`src/hw/rtl/mcpe_pkg.sv`:
```
// ----------------------------------------------------------------------------
// mcpe_pkg
// Shared types and constants of the motor command packet engine: packet codes,
// event and setting selectors, limits, schedule slots and the decode record.
// ----------------------------------------------------------------------------
package mcpe_pkg;

	// field widths
	localparam int unsigned VAL_W  = 16;
	localparam int unsigned CMD_W  = 11;
	localparam int unsigned SLOT_W = 6;
	localparam int unsigned BYTE_W = 8;

	// parameter defaults
	localparam int unsigned STORE_DEPTH_DEF = 256;
	localparam int unsigned SLOT_COUNT_DEF  = 42;

	// limits
	localparam logic [VAL_W-1:0] CMD_MAX      = 16'd2000;
	localparam logic [VAL_W-1:0] RUD_SLOW_LIM = 16'd1000;
	localparam logic [VAL_W-1:0] CUR_MAX_HI   = 16'd5000;
	localparam logic [VAL_W-1:0] CUR_MAX_LO   = 16'd2000;
	localparam logic [VAL_W-1:0] TEMP_MAX     = 16'd10000;
	localparam logic [BYTE_W-1:0] SLEW_MAX    = 8'd250;
	localparam logic [BYTE_W-1:0] SLEW_MIN    = 8'd1;

	// schedule slots
	localparam logic [SLOT_W-1:0] SLOT_STAT0 = 6'd0;
	localparam logic [SLOT_W-1:0] SLOT_STAT1 = 6'd10;
	localparam logic [SLOT_W-1:0] SLOT_STAT2 = 6'd20;
	localparam logic [SLOT_W-1:0] SLOT_STAT3 = 6'd30;
	localparam logic [SLOT_W-1:0] SLOT_EE0   = 6'd16;
	localparam logic [SLOT_W-1:0] SLOT_EE1   = 6'd26;
	localparam logic [SLOT_W-1:0] SLOT_EE2   = 6'd36;

	// item kinds
	localparam logic ACT_PACKET = 1'b0;
	localparam logic ACT_TICK   = 1'b1;

	// outgoing packet types
	localparam logic OUT_FLAGS = 1'b0;
	localparam logic OUT_EE    = 1'b1;

	typedef enum logic [3:0] {
		CODE_CMD       = 4'd0,
		CODE_MAXCUR    = 4'd1,
		CODE_CTRLTEMP  = 4'd2,
		CODE_MOTORTEMP = 4'd3,
		CODE_RUDMIN    = 4'd4,
		CODE_RUDMAX    = 4'd5,
		CODE_DISENGAGE = 4'd6,
		CODE_SLEW      = 4'd7,
		CODE_EEREAD    = 4'd8,
		CODE_EEWRITE   = 4'd9,
		CODE_RESET     = 4'd10
	} code_t;

	typedef enum logic [1:0] {
		EVT_NONE      = 2'd0,
		EVT_STOP      = 2'd1,
		EVT_ENGAGE    = 2'd2,
		EVT_DISENGAGE = 2'd3
	} evt_t;

	typedef enum logic [2:0] {
		SEL_NONE      = 3'd0,
		SEL_MAXCUR    = 3'd1,
		SEL_CTRLTEMP  = 3'd2,
		SEL_MOTORTEMP = 3'd3,
		SEL_RUDMIN    = 3'd4,
		SEL_RUDMAX    = 3'd5,
		SEL_SLEW      = 3'd6
	} sel_t;

	// decoded packet, handed from the decoder to the top level
	typedef struct packed {
		evt_t             evt;
		logic [CMD_W-1:0] cmd_val;
		logic             tmo_clr;
		sel_t             sel;
		logic [VAL_W-1:0] set_val;
		logic             clr_oc;
		logic             rd_range;
		logic             ee_wr;
	} pkt_res_t;

endpackage

```
`src/hw/rtl/mcpe_decode.sv`:
```
// ----------------------------------------------------------------------------
// mcpe_decode
// Packet decoder: gates motor commands by range and fault flags, clamps the
// current, temperature and slew values and flags store and read-range requests.
// ----------------------------------------------------------------------------
module mcpe_decode (
	input  logic [3:0]                      code,
	input  logic [mcpe_pkg::BYTE_W-1:0]     cmd_lo,
	input  logic [mcpe_pkg::BYTE_W-1:0]     cmd_hi,
	input  logic [mcpe_pkg::VAL_W-1:0]      status_word,
	input  logic                            low_current_mode,
	output mcpe_pkg::pkt_res_t              res
);
	import mcpe_pkg::*;

	logic [VAL_W-1:0]  val;
	logic [VAL_W-1:0]  cur_lim;
	logic [BYTE_W-1:0] slew_lo;
	logic [BYTE_W-1:0] slew_hi;
	logic              fault;
	logic              hard_stop;
	logic              slow_stop;

	// clamp one slew byte to its legal range
	function automatic logic [BYTE_W-1:0] clamp_byte(input logic [BYTE_W-1:0] b);
		logic [BYTE_W-1:0] r;
		r = b;
		if (r > SLEW_MAX)
			r = SLEW_MAX;
		if (r == '0)
			r = SLEW_MIN;
		return r;
	endfunction

	// payload value and flag groups
	assign val       = {cmd_hi, cmd_lo};
	assign cur_lim   = low_current_mode ? CUR_MAX_LO : CUR_MAX_HI;
	assign slew_lo   = clamp_byte(cmd_lo);
	assign slew_hi   = clamp_byte(cmd_hi);
	assign fault     = |status_word[2:0];
	assign hard_stop = status_word[3] | status_word[5];
	assign slow_stop = (status_word[4] | status_word[6]) && (val < RUD_SLOW_LIM);

	// code decode
	always_comb begin
		res = '0;
		res.evt = EVT_NONE;
		res.sel = SEL_NONE;
		case (code_t'(code))
			CODE_CMD: begin
				res.tmo_clr = 1'b1;
				if (val <= CMD_MAX && !fault) begin
					if (hard_stop || slow_stop) begin
						res.evt = EVT_STOP;
					end else begin
						res.evt     = EVT_ENGAGE;
						res.cmd_val = val[CMD_W-1:0];
					end
				end
			end
			CODE_MAXCUR: begin
				res.sel     = SEL_MAXCUR;
				res.set_val = (val > cur_lim) ? cur_lim : val;
			end
			CODE_CTRLTEMP: begin
				res.sel     = SEL_CTRLTEMP;
				res.set_val = (val > TEMP_MAX) ? TEMP_MAX : val;
			end
			CODE_MOTORTEMP: begin
				res.sel     = SEL_MOTORTEMP;
				res.set_val = (val > TEMP_MAX) ? TEMP_MAX : val;
			end
			CODE_RUDMIN: begin
				res.sel     = SEL_RUDMIN;
				res.set_val = val;
			end
			CODE_RUDMAX: begin
				res.sel     = SEL_RUDMAX;
				res.set_val = val;
			end
			CODE_DISENGAGE: begin
				res.evt = EVT_DISENGAGE;
			end
			CODE_SLEW: begin
				res.sel     = SEL_SLEW;
				res.set_val = {slew_hi, slew_lo};
			end
			CODE_EEREAD: begin
				res.rd_range = 1'b1;
			end
			CODE_EEWRITE: begin
				res.ee_wr = 1'b1;
			end
			CODE_RESET: begin
				res.clr_oc = 1'b1;
			end
			default: begin
				res = '0;
			end
		endcase
	end

endmodule

```
`src/hw/rtl/mcpe_store.sv`:
```
// ----------------------------------------------------------------------------
// mcpe_store
// Byte store with one write and one registered read port. Per-entry valid
// bits make every entry read as zero after reset until it is written.
// ----------------------------------------------------------------------------
module mcpe_store #(
	parameter int unsigned STORE_DEPTH = mcpe_pkg::STORE_DEPTH_DEF
) (
	input  logic                        clk,
	input  logic                        arst_n,
	input  logic                        wr_en,
	input  logic [mcpe_pkg::BYTE_W-1:0] wr_addr,
	input  logic [mcpe_pkg::BYTE_W-1:0] wr_data,
	input  logic                        rd_en,
	input  logic [mcpe_pkg::BYTE_W-1:0] rd_addr,
	output logic [mcpe_pkg::BYTE_W-1:0] rd_data
);
	import mcpe_pkg::*;

	localparam int unsigned AW      = (STORE_DEPTH > 1) ? $clog2(STORE_DEPTH) : 1;
	localparam int unsigned ADDR_N  = 1 << BYTE_W;

	logic [BYTE_W-1:0] mem [STORE_DEPTH];
	logic              vld_q [STORE_DEPTH];
	logic [AW-1:0]     idx_tab [ADDR_N];
	logic [AW-1:0]     wr_idx;
	logic [AW-1:0]     rd_idx;
	logic [BYTE_W-1:0] rd_q;
	logic              rd_vld_q;

	// address reduction modulo the depth, a constant table
	for (genvar g = 0; g < ADDR_N; g++) begin : g_idx
		assign idx_tab[g] = AW'(g % STORE_DEPTH);
	end

	assign wr_idx = idx_tab[wr_addr];
	assign rd_idx = idx_tab[rd_addr];

	// data array, no reset
	always_ff @(posedge clk) begin
		if (wr_en)
			mem[wr_idx] <= wr_data;
		if (rd_en)
			rd_q <= mem[rd_idx];
	end

	// valid bits and registered valid of the read
	always_ff @(posedge clk or negedge arst_n) begin
		if (!arst_n) begin
			for (int i = 0; i < STORE_DEPTH; i++)
				vld_q[i] <= 1'b0;
			rd_vld_q <= 1'b0;
		end else begin
			if (wr_en)
				vld_q[wr_idx] <= 1'b1;
			if (rd_en)
				rd_vld_q <= vld_q[rd_idx];
		end
	end

	assign rd_data = rd_vld_q ? rd_q : '0;

endmodule

```
`src/hw/rtl/motor_command_packet_engine.sv`:
```
// ----------------------------------------------------------------------------
// motor_command_packet_engine
// Packet engine of a motor controller: decodes incoming packets and walks
// the outgoing slot schedule, with an EEPROM byte store.
// ----------------------------------------------------------------------------
// Usage:
//  - item channel pkt_valid / pkt_stall carries action, code, cmd_lo, cmd_hi
//    and status_word; an item is taken when pkt_valid is high and pkt_stall
//    is low. action 0 is an incoming packet, action 1 an outgoing slot tick.
//  - result channel res_valid / res_stall returns exactly one result item
//    per input item, in the cycle after it is taken.
//  - one item per cycle sustained; the single output register is refilled in
//    the same cycle its result is taken, so pkt_stall only rises while a
//    result sits in the output register and res_stall is high.
//  - the EEPROM store is read at the accept edge of an EEPROM-sending tick and
//    written at the accept edge of a write packet, so a later item always sees
//    earlier writes; the read data register feeds the result directly.
//  - cfg_valid / cfg_ready writes low_current_mode; cfg_ready is always high.
//  - reset clears the slot position, the read range, the mode register and
//    the per-entry valid bits of the store at once, so every byte reads as
//    zero until written; there is no clearing pass.
// ----------------------------------------------------------------------------
module motor_command_packet_engine #(
	parameter int unsigned STORE_DEPTH = mcpe_pkg::STORE_DEPTH_DEF,
	parameter int unsigned SLOT_COUNT  = mcpe_pkg::SLOT_COUNT_DEF
) (
	input  logic                        clk,
	input  logic                        arst_n,
	// configuration
	input  logic                        cfg_valid,
	output logic                        cfg_ready,
	input  logic                        low_current_mode,
	// input items
	input  logic                        pkt_valid,
	output logic                        pkt_stall,
	input  logic                        action,
	input  logic [3:0]                  code,
	input  logic [mcpe_pkg::BYTE_W-1:0] cmd_lo,
	input  logic [mcpe_pkg::BYTE_W-1:0] cmd_hi,
	input  logic [mcpe_pkg::VAL_W-1:0]  status_word,
	// result items
	output logic                        res_valid,
	input  logic                        res_stall,
	output logic [1:0]                  cmd_event,
	output logic [mcpe_pkg::CMD_W-1:0]  cmd_value,
	output logic                        timeout_clear,
	output logic [2:0]                  setting_sel,
	output logic [mcpe_pkg::VAL_W-1:0]  setting_value,
	output logic                        clear_overcurrent,
	output logic                        send,
	output logic                        out_type,
	output logic [mcpe_pkg::BYTE_W-1:0] out_lo,
	output logic [mcpe_pkg::BYTE_W-1:0] out_hi
);
	import mcpe_pkg::*;

	localparam logic [SLOT_W-1:0] SLOT_LAST = SLOT_W'(SLOT_COUNT - 1);

	logic              lcm_q;
	logic              res_valid_q;
	logic              acc;
	pkt_res_t          dec;
	logic              is_pkt;
	logic              is_tick;

	logic [SLOT_W-1:0] slot_pos_q;
	logic [BYTE_W-1:0] read_addr_q;
	logic [BYTE_W-1:0] end_addr_q;
	logic              stat_slot;
	logic              ee_slot;
	logic              ee_emit;
	logic              range_idle;

	logic [BYTE_W-1:0] rd_data;

	pkt_res_t          dec_s1;
	logic              send_s1;
	logic              type_s1;
	logic [BYTE_W-1:0] lo_s1;
	logic [BYTE_W-1:0] hi_s1;

	// configuration register
	assign cfg_ready = 1'b1;

	always_ff @(posedge clk or negedge arst_n) begin
		if (!arst_n) begin
			lcm_q <= 1'b0;
		end else if (cfg_valid && cfg_ready) begin
			lcm_q <= low_current_mode;
		end
	end

	// handshake: stall only while a result waits and the receiver stalls
	assign pkt_stall = res_valid_q && res_stall;
	assign acc       = pkt_valid && !pkt_stall;
	assign is_pkt    = (action == ACT_PACKET);
	assign is_tick   = (action == ACT_TICK);

	// packet decode
	mcpe_decode u_decode (
		.code             (code),
		.cmd_lo           (cmd_lo),
		.cmd_hi           (cmd_hi),
		.status_word      (status_word),
		.low_current_mode (lcm_q),
		.res              (dec)
	);

	// schedule slot classification
	assign stat_slot  = (slot_pos_q == SLOT_STAT0) || (slot_pos_q == SLOT_STAT1) ||
	                    (slot_pos_q == SLOT_STAT2) || (slot_pos_q == SLOT_STAT3);
	assign ee_slot    = (slot_pos_q == SLOT_EE0) || (slot_pos_q == SLOT_EE1) ||
	                    (slot_pos_q == SLOT_EE2);
	assign range_idle = (read_addr_q == end_addr_q);
	assign ee_emit    = is_tick && !stat_slot && ee_slot && !range_idle;

	// byte store
	mcpe_store #(
		.STORE_DEPTH (STORE_DEPTH)
	) u_store (
		.clk     (clk),
		.arst_n  (arst_n),
		.wr_en   (acc && is_pkt && dec.ee_wr),
		.wr_addr (cmd_lo),
		.wr_data (cmd_hi),
		.rd_en   (acc && ee_emit),
		.rd_addr (read_addr_q),
		.rd_data (rd_data)
	);

	// schedule position and read range
	always_ff @(posedge clk or negedge arst_n) begin
		if (!arst_n) begin
			slot_pos_q  <= '0;
			read_addr_q <= '0;
			end_addr_q  <= '0;
		end else if (acc) begin
			if (is_pkt && dec.rd_range && range_idle) begin
				read_addr_q <= cmd_lo;
				end_addr_q  <= cmd_hi;
			end
			if (ee_emit) begin
				read_addr_q <= read_addr_q + 1'b1;
			end
			if (is_tick && !ee_emit) begin
				slot_pos_q <= (slot_pos_q >= SLOT_LAST) ? '0 : slot_pos_q + 1'b1;
			end
		end
	end

	// output valid
	always_ff @(posedge clk or negedge arst_n) begin
		if (!arst_n) begin
			res_valid_q <= 1'b0;
		end else if (acc) begin
			res_valid_q <= 1'b1;
		end else if (!res_stall) begin
			res_valid_q <= 1'b0;
		end
	end

	// output payload register
	always_ff @(posedge clk) begin
		if (acc) begin
			dec_s1  <= is_pkt ? dec : '0;
			send_s1 <= is_tick && (stat_slot || ee_emit);
			type_s1 <= ee_emit ? OUT_EE : OUT_FLAGS;
			lo_s1   <= ee_emit ? read_addr_q :
			           (is_tick && stat_slot) ? status_word[7:0] : '0;
			hi_s1   <= (is_tick && stat_slot) ? status_word[15:8] : '0;
		end
	end

	assign res_valid         = res_valid_q;
	assign cmd_event         = dec_s1.evt;
	assign cmd_value         = dec_s1.cmd_val;
	assign timeout_clear     = dec_s1.tmo_clr;
	assign setting_sel       = dec_s1.sel;
	assign setting_value     = dec_s1.set_val;
	assign clear_overcurrent = dec_s1.clr_oc;
	assign send              = send_s1;
	assign out_type          = type_s1;
	assign out_lo            = lo_s1;
	assign out_hi            = (type_s1 == OUT_EE) ? rd_data : hi_s1;

`ifndef SYNTHESIS
	// the schedule position stays inside the schedule
	assert property (@(posedge clk) disable iff (!arst_n)
		slot_pos_q <= SLOT_LAST)
		else $error("slot position beyond schedule");

	// the read range moves only when an item is taken
	assert property (@(posedge clk) disable iff (!arst_n)
		!acc |=> $stable(read_addr_q) && $stable(end_addr_q))
		else $error("read range changed without an item");

	// an eeprom byte goes out only while the schedule holds its slot
	assert property (@(posedge clk) disable iff (!arst_n)
		acc && ee_emit |=> $stable(slot_pos_q))
		else $error("slot advanced on an eeprom send");

	// a tick result carries no packet decode
	assert property (@(posedge clk) disable iff (!arst_n)
		res_valid && send |-> setting_sel == SEL_NONE && cmd_event == EVT_NONE)
		else $error("tick result with packet fields");

	// an eeprom packet is always a sent packet
	assert property (@(posedge clk) disable iff (!arst_n)
		res_valid && out_type == OUT_EE |-> send)
		else $error("eeprom packet type without send");
`endif

endmodule
```
`config.mk`:
```
export PLATFORM = sky130hd
export DESIGN_NAME = motor_command_packet_engine
export DESIGN_NICKNAME = d
export VERILOG_FILES = /design/src/hw/rtl/mcpe_pkg.sv /design/src/hw/rtl/mcpe_decode.sv /design/src/hw/rtl/mcpe_store.sv /design/src/hw/rtl/motor_command_packet_engine.sv
export SDC_FILE = /design/constraint.sdc
export NUM_CORES = 2
export LEC_CHECK = 0
export BUFFER_PORTS_ARGS = -buffer_cell sky130_fd_sc_hd__buf_2
export CAP_MARGIN = 25
export CORE_UTILIZATION = 53
export CTS_CLUSTER_SIZE = 25
export DETAILED_ROUTE_END_ITERATION = 8
export GPL_ROUTABILITY_DRIVEN = 0
export PLACE_DENSITY = 0.78
export SYNTH_ARGS = -nofsm -noshare
export SYNTH_HDL_FRONTEND = slang
export SYNTH_SLANG_ARGS = --single-unit
```
`constraint.sdc`:
```
create_clock -name clk -period 9.7 [get_ports clk]
set_clock_uncertainty 0.2 [all_clocks]
set_input_delay 1.94 -clock clk [delete_from_list [all_inputs] [get_ports clk]]
set_output_delay 1.94 -clock clk [all_outputs]
set_load 0.05 [all_outputs]
```
==> metrics <==
flops & latches, synth=2389; FP Rows=153; cell taking the most area after synthesis=edfxtp_1; core area=175000 um2; Worst slew margin=0.235; htree depth=4; pre-CTS WS=3.71 ns; sequential area share after synthesis=0.751; vias in the first global route=47.6k; Area growth, synth to finish=11.6%; Leak=34.5 nW; Final nets=4683; worst path setup slack after routing=4.35 ns; Post-CTS Hold Fix Bufs=0; total track usage=0.275; die span in y=422 um; Post-Layout Cell Count=7162; critical path endpoint category=flip-flop; CTS root buf=clkbuf_16; Power Density=231 nW/um2; Synth async-reset ratio=0.118; Core Util, Final=0.598; HPWL Detailed=138 mm; Port Buffers=96; Cell variety after synth=69; max-slew violations=0; clock sinks=2389; kind of start point of the critical path=input port; EDFF count, synth=2108; top cell type's share of synthesized area=0.676; reg2reg end=u_store.rd_q[2]; first-pass GRT wire length=351 mm; clock transition at the registers of the reported paths=0.06 ns; CTS tree=done; hold_sp=u_store.vld_q[85]; Die ar.=178000 um2; initial antenna violation count=10; CP Class=in -> reg; total CTS buffers=224; Reg2Reg Depth=8; vias per cell=6.70; min-delay worst type=reg -> reg; # DRC=0; # setup viols final=0; share of layout cells above drive strength 1=0.317; Clock power frac=0.378; post-route cell area=104000 um2; Power Internal=17.9 mW; Synth Cell Area=93600 um2; Fin. Hold Viols=0; most frequent cells after synthesis=2108 x edfxtp_1, 686 x mux4_2, 305 x nor2_1; reg-to-reg slack, setup=4.66 ns; Synth Flop Type=edfxtp_1; Slew @ Worst Pin=1.15 ns; largest net degree at the start of global routing=181; grt ovf=0; Net Sw Power=6.28 mW; crit path to=u_store.mem[178][4]; Max clock buf depth=3; number of top-level pins=98; DRT iter0 DRCs=7515; post-route ant nets=0; Max VDD drop=0.249 mV; DRT Pass-1 Iters=6; status=complete, no violations; Reg power frac=0.470; placed cells=6728; Post-Syn Nets=4523; top-count cell post-synth=edfxtp_1; cts repair resizes=0; Final min period=5.35 ns; Worst Path Arrival=5.62 ns; starting density of the core=0.536; Switching Share=0.260; Area contributors post-synth=edfxtp_1 68%, mux4_2 17%, dfrtp_1 7.5%; syn_area_per_cell=20.9 um2; Comb pwr share=0.152; Worst Path Required=9.98 ns; Setup TNS=0 ns; crit path launch=code[0]; Placed Area=96700 um2; Yosys Warn Count=0; f_max=0.187 GHz; setup bufs post-CTS=0; Max-cap violations=0; Syn Inst Count=4470; Final Cycle Share=0.551; final wirelength=243 mm; RSZ-0062 raised after global routing=false; WL/cell=34.0 um; clk_lat worst skew=0.86 ns; vias=48.0k; Die Wd=422 um; Crit Path Max Fanout=16; r2r startpoint=read_addr_q[0]
layer usage:
metal  vias to the layer above  part of all wire  track usage
met3                       531              0.13       0.0731
met5                         -           0.00030            0
li1                      18595                 -            -
met1                     25144              0.36        0.384
met4                        10             0.046        0.115
met2                      3735              0.46        0.414
layout make-up:
type,instances,area (um2)
inverters,34,135
diodes,7,17.5
flip-flops and latches,2389,70300
multi-input cells,1800,21900
fillers,11645,70200
well taps,2325,2910
clock inverters,127,1520
repair buffers,181,1400
clock buffers,299,6190
cells by family (layout without fill, tap and decap cells):
logic type | after synthesis | count (layout) | synth area share
AND/OR/NAND/NOR | 801 | 801 | 0.0426
XOR/XNOR | 9 | 9 | 0.000842
buffers and inverters | 281 | 641 | 0.0154
adder cells (fa/ha/maj) | 10 | 10 | 0.00134
flip-flops | 2389 | 2389 | 0.751
multiplexers | 730 | 730 | 0.170
AO/OA/AOI/OAI | 249 | 249 | 0.0184
other | 1 | 8 | 0.0000401
flip-flops by register name, summed over array words and instances, names as in the netlist:
signal,count
u_store.rd_q,8
slot_pos_q,6
clear_overcurrent,1
out_type,1
read_addr_q,8
cmd_value,11
hi_s1,8
res_valid,1
u_store.mem,2048
u_store.vld_q,256
cmd_event,2
out_lo,8
setting_sel,3
timeout_clear,1
end_addr_q,8
send,1
u_store.rd_vld_q,1
lcm_q,1
setting_value,16
layout by cell type (no fill, tap or decap), types with 8 or more instances in the layout:
cell type and instances:
clkbuf_8 30, a22o_1 12, dfrtp_1 275, clkinv_2 50, nor2b_1 11, xor2_1 9
nand2_1 90, mux2i_1 33, nor3_1 20, o21ai_0 45, a21oi_1 47, or2_2 259
edfxtp_1 2108, nand4_1 11, a22oi_1 40, and2_1 16, ha_1 10, clkbuf_1 49
nand3_1 29, a31oi_1 9, a211oi_1 8, bufinv_16 27, buf_12 14, clkinvlp_4 8
mux4_2 686, clkbuf_16 228, buf_2 88, mux2_2 11, buf_4 67, and3_1 15
nor2_1 299, clkinv_1 21, inv_1 31, o22ai_1 21
power by group through the flow:
stage | clock network, mW | registers [mW] | logic (mW)
after floorplan | 0 | 11.5 | 2.18
after global placement | 0 | 11.6 | 3.53
after detailed placement | 0 | 11.6 | 3.57
after CTS | 9.17 | 11.4 | 3.61
after global routing | 9.54 | 11.4 | 3.74
final | 9.14 | 11.4 | 3.67
worst max-delay path, cell delays in order:
cell     delay (ns)
buf_2          0.21
inv_1          0.17
nor2_1         0.29
nand4_1        0.34
nor2_2         0.98
nand2_1        0.80
nor2_1         0.87
metrics by stage:
stage	total power [mW]	hold WS [ns]
CTS	24.1	0.263
finish	24.2	0.260
global placement	15.1	0.244
global route	24.6	0.268
floorplan	13.7	0.234
detailed placement	15.1	0.248
how the worst min path moves through the flow:
stage,depth (start not counted),to,slack [ns]
final,1,u_store.vld_q[85],0.26
after global routing,1,u_store.vld_q[209],0.27
after floorplan,1,u_store.vld_q[101],0.23
after detailed placement,1,u_store.vld_q[60],0.25
after CTS,1,u_store.vld_q[234],0.26
after global placement,1,u_store.vld_q[212],0.24
Power figures use the tool's default switching activity.
